===== src/sv/tcr_pkg.sv =====
// Shared constants, types and helpers of the touch calibration block.
`timescale 1ns / 1ps
`default_nettype none

package tcr_pkg;

	localparam int unsigned RAW_W   = 10;
	localparam int unsigned COEF_W  = 32;
	localparam int unsigned TIME_W  = 32;
	localparam int unsigned POS_W   = 32;
	localparam int unsigned CFG_IDX_W = 3;

	localparam logic [RAW_W-1:0]  MIN_PRESS          = 10'd10;
	localparam logic [RAW_W-1:0]  MAX_PRESS          = 10'd1000;
	localparam logic [TIME_W-1:0] SAMPLE_INTERVAL_MS = 32'd10;
	localparam logic [TIME_W-1:0] RELEASE_DELAY_MS   = 32'd75;

	localparam logic [43:0] CAL_HALF    = 44'd5000;
	localparam logic [31:0] MIRROR_SPAN = 32'd10000;
	// 10000 = 16 * 625; ceil(2^40 / 625) is exact for quotients of 30-bit values
	localparam logic [9:0]  DIV_625     = 10'd625;
	localparam logic [30:0] RECIP_625   = 31'd1759218605;

	localparam logic KIND_MOVE    = 1'b0;
	localparam logic KIND_RELEASE = 1'b1;

	localparam logic [1:0] ROT_0   = 2'd0;
	localparam logic [1:0] ROT_90  = 2'd1;
	localparam logic [1:0] ROT_180 = 2'd2;
	localparam logic [1:0] ROT_270 = 2'd3;

	localparam logic [CFG_IDX_W-1:0] REG_COEF_XX   = 3'd0;
	localparam logic [CFG_IDX_W-1:0] REG_COEF_XY   = 3'd1;
	localparam logic [CFG_IDX_W-1:0] REG_COEF_XOFF = 3'd2;
	localparam logic [CFG_IDX_W-1:0] REG_COEF_YX   = 3'd3;
	localparam logic [CFG_IDX_W-1:0] REG_COEF_YY   = 3'd4;
	localparam logic [CFG_IDX_W-1:0] REG_COEF_YOFF = 3'd5;
	localparam logic [CFG_IDX_W-1:0] REG_ROTATION  = 3'd6;
	localparam logic [CFG_IDX_W-1:0] REG_ENABLE    = 3'd7;

	typedef struct packed {
		logic s2;
		logic s3;
		logic s4;
		logic s5;
		logic s6;
		logic s7;
	} tcr_stage_en_t;

	// signed quotient, optionally mirrored against the span
	function automatic logic [POS_W-1:0] place_coord(logic [30:0] mag, logic neg,
		logic mirror);
		logic [POS_W-1:0] m;
		logic [POS_W-1:0] base;
		logic [POS_W-1:0] term;
		m    = {1'b0, mag};
		base = mirror ? MIRROR_SPAN : '0;
		term = (neg ^ mirror) ? (~m + 32'd1) : m;
		return base + term;
	endfunction

endpackage

`default_nettype wire


===== src/sv/tcr_axis.sv =====
// One calibrated axis: products, rounded sum and truncating divide by 10000.
`timescale 1ns / 1ps
`default_nettype none

module tcr_axis (
	input  wire logic                   clk,
	input  wire tcr_pkg::tcr_stage_en_t en,
	input  wire logic [9:0]             x_s1,
	input  wire logic [9:0]             y_s1,
	input  wire logic [31:0]            coef_x,
	input  wire logic [31:0]            coef_y,
	input  wire logic [31:0]            coef_off,
	output logic [30:0]                 mag_s7,
	output logic                        neg_s7
);
	import tcr_pkg::*;

	logic [42:0] pa_s2, pb_s2;
	logic [43:0] sum_s3;
	logic [39:0] n_s4;
	logic        neg_s4, neg_s5, neg_s6;
	logic [10:0] qhi_s5, qhi_s6;
	logic [19:0] hi_s5, lo_s5;
	logic [29:0] v_s6;

	logic [43:0] mag;
	logic [50:0] prod_hi;
	logic [20:0] back;
	logic [19:0] rem;
	logic [60:0] prod_lo;

	always_comb begin
		mag     = sum_s3[43] ? (~sum_s3 + 44'd1) : sum_s3;
		prod_hi = 51'(n_s4[39:20]) * 51'(RECIP_625);
		back    = 21'(qhi_s5) * 21'(DIV_625);
		rem     = hi_s5 - back[19:0];
		prod_lo = 61'(v_s6) * 61'(RECIP_625);
	end

	always_ff @(posedge clk) begin
		if (en.s2) begin
			pa_s2 <= 43'($signed(coef_x) * $signed({1'b0, x_s1}));
			pb_s2 <= 43'($signed(coef_y) * $signed({1'b0, y_s1}));
		end
		if (en.s3) begin
			sum_s3 <= {pa_s2[42], pa_s2} + {pb_s2[42], pb_s2}
				+ {{12{coef_off[31]}}, coef_off} + CAL_HALF;
		end
		if (en.s4) begin
			n_s4   <= mag[43:4];
			neg_s4 <= sum_s3[43];
		end
		if (en.s5) begin
			qhi_s5 <= prod_hi[50:40];
			hi_s5  <= n_s4[39:20];
			lo_s5  <= n_s4[19:0];
			neg_s5 <= neg_s4;
		end
		if (en.s6) begin
			v_s6   <= {rem[9:0], lo_s5};
			qhi_s6 <= qhi_s5;
			neg_s6 <= neg_s5;
		end
		if (en.s7) begin
			mag_s7 <= {qhi_s6, prod_lo[59:40]};
			neg_s7 <= neg_s6;
		end
	end

endmodule

`default_nettype wire


===== config.mk =====
export PLATFORM = sky130hd
export DESIGN_NAME = tcr_axis
export DESIGN_NICKNAME = d
export VERILOG_FILES = /design/src/sv/tcr_pkg.sv /design/src/sv/tcr_axis.sv
export SDC_FILE = /design/constraint.sdc
export NUM_CORES = 2
export LEC_CHECK = 0
export ABC_AREA = 1
export BUFFER_PORTS_ARGS = -buffer_cell sky130_fd_sc_hd__buf_2
export CORE_MARGIN = 1
export CORE_UTILIZATION = 28
export CTS_CLUSTER_DIAMETER = 120
export DETAILED_ROUTE_END_ITERATION = 8
export GPL_TIMING_DRIVEN = 0
export SLEW_MARGIN = 15
export SYNTH_ARGS = -nofsm -noshare
export SYNTH_HDL_FRONTEND = slang
export SYNTH_SLANG_ARGS = --single-unit

===== constraint.sdc =====
create_clock -name clk -period 5.6 [get_ports clk]
set_input_delay 0.56 -clock clk [delete_from_list [all_inputs] [get_ports clk]]
set_output_delay 0.56 -clock clk [all_outputs]
set_load 0.01 [all_outputs]

==> impl_results.rst <==
.. list-table::
   :header-rows: 1

   * - Metric
     - Value
   * - Global-route met2 utilization
     - 26.5%
   * - Post-layout worst setup margin
     - -827 ps
   * - Die X
     - 498 um
   * - Setup crit end kind
     - register
   * - Leading cell type in the layout, fill and taps excluded
     - inv_1
   * - Number of setup violations in the final report
     - 31
   * - Syn. warnings
     - 0
   * - Count of standard-cell rows
     - between 150 and 200
   * - Req. time, crit path
     - 5950 ps
   * - Number of global-route vias before repair
     - 54400
   * - Kind of start point of the critical path
     - register
   * - Number of vias per cell
     - 4.44
   * - Source-to-sink clock delay at the later pin of the worst-skew pair
     - about 640 ps
   * - Portion of the post-synthesis area used by sequential elements
     - about an eighth
   * - Clock skew
     - approximately 61 ps
   * - Clock tree from TritonCTS
     - built
   * - Slew @ Worst Pin
     - about 1100 ps
   * - Failing checks
     - setup timing
   * - H-tree level count
     - 1
   * - Total number of vias
     - 52600
   * - Min Clock Period, post-route
     - around 6400 ps
   * - Cell Area, Synth
     - a little under 0.07 mm2
   * - Post-layout net count
     - between 10000 and 15000
   * - Unrepaired setup endpoints after global routing
     - true
   * - Gate count after technology mapping
     - 8233
   * - Routed len/inst
     - between 15 and 20 um
   * - Maximum buffer depth of the clock tree
     - 3
   * - Maximum clock rate
     - about 160 MHz
   * - Post-synth top flop
     - edfxtp_1
   * - Detailed Place HPWL
     - 173000 um
   * - Total of fill cells in the finished design
     - between 20000 and 30000
   * - Number of port buffers
     - 90
   * - Slew margin rel.
     - between 20% and 30%
   * - Global placer's final weighted congestion
     - about 0.97
   * - Count of flip-flops with a built-in enable after synthesis
     - around 290
   * - Clock sink count
     - 287
   * - Grt met1 use
     - a little under a quarter
   * - Share of async-settable or async-resettable flops after synthesis
     - 0%
   * - Post-placement setup slack
     - -1270 ps
   * - Total Wirelength
     - 200000 um
   * - Status
     - finished with violations
   * - Initial core utilization
     - about 28%
   * - Number of max-capacitance violations reported
     - 0
   * - Vert. Die Dim
     - 498 um
   * - Count of placed standard cells including taps
     - between 10000 and 15000
   * - CP Data Arrival Time
     - around 6800 ps
   * - Root buffer cell
     - clkbuf_16
   * - Pin count of the biggest net entering global routing
     - 52
   * - Remaining design rule violation count
     - 0
   * - Global-route wire length before repair
     - a little over 300000 um
   * - Worst min path class
     - reg2reg
   * - Total of flip-flops plus latches after synthesis
     - about 290
   * - Number of max-slew violations in the final report
     - 0
   * - Final clock period utilization by the worst path
     - 115%
   * - Count of endpoints failing hold in the final timing report
     - 0
   * - Layout-stage area growth over the synthesis result
     - 15.8%
   * - Detailed router's first-iteration violation count
     - ~3500
   * - Syn_nets
     - ~10000
   * - Most heavily used metal layer in global routing
     - met2
   * - First-pass iteration count of the detailed router
     - 6
   * - GRT Util Overall
     - around 16%
   * - CTS Buf Count
     - 30
   * - Die Area
     - 0.248 mm2
   * - Fraction of met3 tracks used by global routing
     - around 2%
   * - Placeable core region
     - roughly 0.24 mm2
   * - Top library cells by usage in the layout, fill and taps aside
     - inv_1, nand2_1, fa_1
   * - I/O pins
     - around 160
   * - Number of distinct library cells after synthesis
     - 45
   * - Number of routed nets with antenna violations
     - 0
   * - Highest fanout seen on the critical path
     - 3
   * - Aggregate global routing overflow
     - 0
   * - Clock-pin slew on the worst setup and hold paths
     - roughly 70 ps
   * - Type of the worst setup path
     - reg2reg
   * - Initial antenna violation count
     - 13
   * - Average cell area after synthesis
     - around 8.4 um2
   * - Cell Count, Final, Fillers Out
     - 11800
   * - Share of final-layout standard cells stronger than drive strength 1
     - 12.8%
==> layout make-up <==
cell class                      instances  area, um2  share of cell area, %
Antenna cell                            2       5.00                0.00628
Sequential cell                       287       8620                   10.8
Buffer                                126        484                  0.608
Inverter                             2352       8870                   11.1
Tap cell                             3202       4010                   5.03
Timing Repair Buffer                  347       2600                   3.27
Clock buffer                           31        754                  0.947
Clock inverter                         25        289                  0.363
Multi-Input combinational cell       5467      54000                   67.8
==> worst max-delay path, stage by stage (launching register included) <==
cell      delay (ps)
edfxtp_1         450
buf_6            160
buf_4            130
fa_2             540
inv_2             40
fa_2             380
fa_1             470
fa_1             550
fa_1             440
fa_1             500
inv_1             50
fa_1             490
inv_2             40
fa_1             540
inv_2             50
ha_4             310
nand2_4           70
nor2_4           100
inv_2             50
nor3_4           180
buf_4            140
nand2_2           60
nor2_2           140
nor2_2            80
nand3_2           90
nand2_4           70
==> per-stage QoR <==
stage | TNS [ps] | area [um2] | utilization [%] | hold WS (ps)
5_1_grt | -22130 | 79700 | 32.7 | 364
6_report | -16090 | 79700 | 32.7 | 369
3_3_place_gp | -51620 | 73500 | 30.2 | 402
2_1_floorplan | -4180 | 69100 | - | 400
3_5_place_dp | -50780 | 73600 | 30.2 | 405
4_1_cts | -15200 | 78200 | 32.1 | 355
==> final timing paths <==
path         startpoint        end  slack (ps)  cells after the start
min            n_s4[19]  lo_s5[19]         370                      0
max reg2reg    v_s6[16]  mag_s7[8]        -830                     25
max            v_s6[16]  mag_s7[8]        -830                     25
min reg2reg    n_s4[19]  lo_s5[19]         370                      0
==> metal layers <==
metal / vias up / part of all wire, %
li1: 25200 / -
met2: 1377 / 46
met3: 289 / 5.5
met4: 8 / 2.5
met1: 25700 / 46
met5: - / 0.024
==> kinds of logic (layout without fill, tap and decap cells) <==
kind of cell,Yosys count,count (layout),synth area share [%]
other,0,2,0
and+or+nand+nor,2729,2729,16.0
AOI/OAI and AO/OA,477,477,3.77
xor gates and xnor gates,145,145,1.85
buffers and inverters,2479,2881,13.5
adders and majority gates,2116,2116,52.3
DFF,287,287,12.5
==> timing repair <==
item | in CTS | in global routing
setup endpoints to repair | 31 | 48
setup buffers | 205 | 53
gates resized for setup | 503 | 288
hold buffers | 0 | 0
pin swaps | 217 | 231
==> registers in the layout (all words and copies together) (netlist names) <==
register	flops
hi_s5	10
v_s6	30
n_s4	40
sum_s3	44
pb_s2	43
mag_s7	31
qhi_s5	11
lo_s5	20
neg_s6	1
qhi_s6	11
neg_s5	1
neg_s4	1
neg_s7	1
pa_s2	43
==> synth_stat cells, drive strengths merged (4+ instances only) <==
cell type  instances  share of area, %
xnor2             35              0.45
a21oi            268               2.0
nand4             76              0.69
nand3b            13              0.14
nor2             448               2.5
o21bai            28              0.32
a21o              14              0.15
nand2           1911                10
xor2             110               1.4
nor4              13              0.16
fa              1263                37
or2               10             0.091
nor3              35              0.28
ha               853                16
nand3            212               1.6
a21boi             4             0.044
o21ai            153               1.1
inv             2351                13
and2               8             0.073
clkbuf           125              0.68
edfxtp           287                13
Power is left out: the tool's default activity adds up to more than one toggle a clock period on the data nets, which glitch-free logic cannot reach.
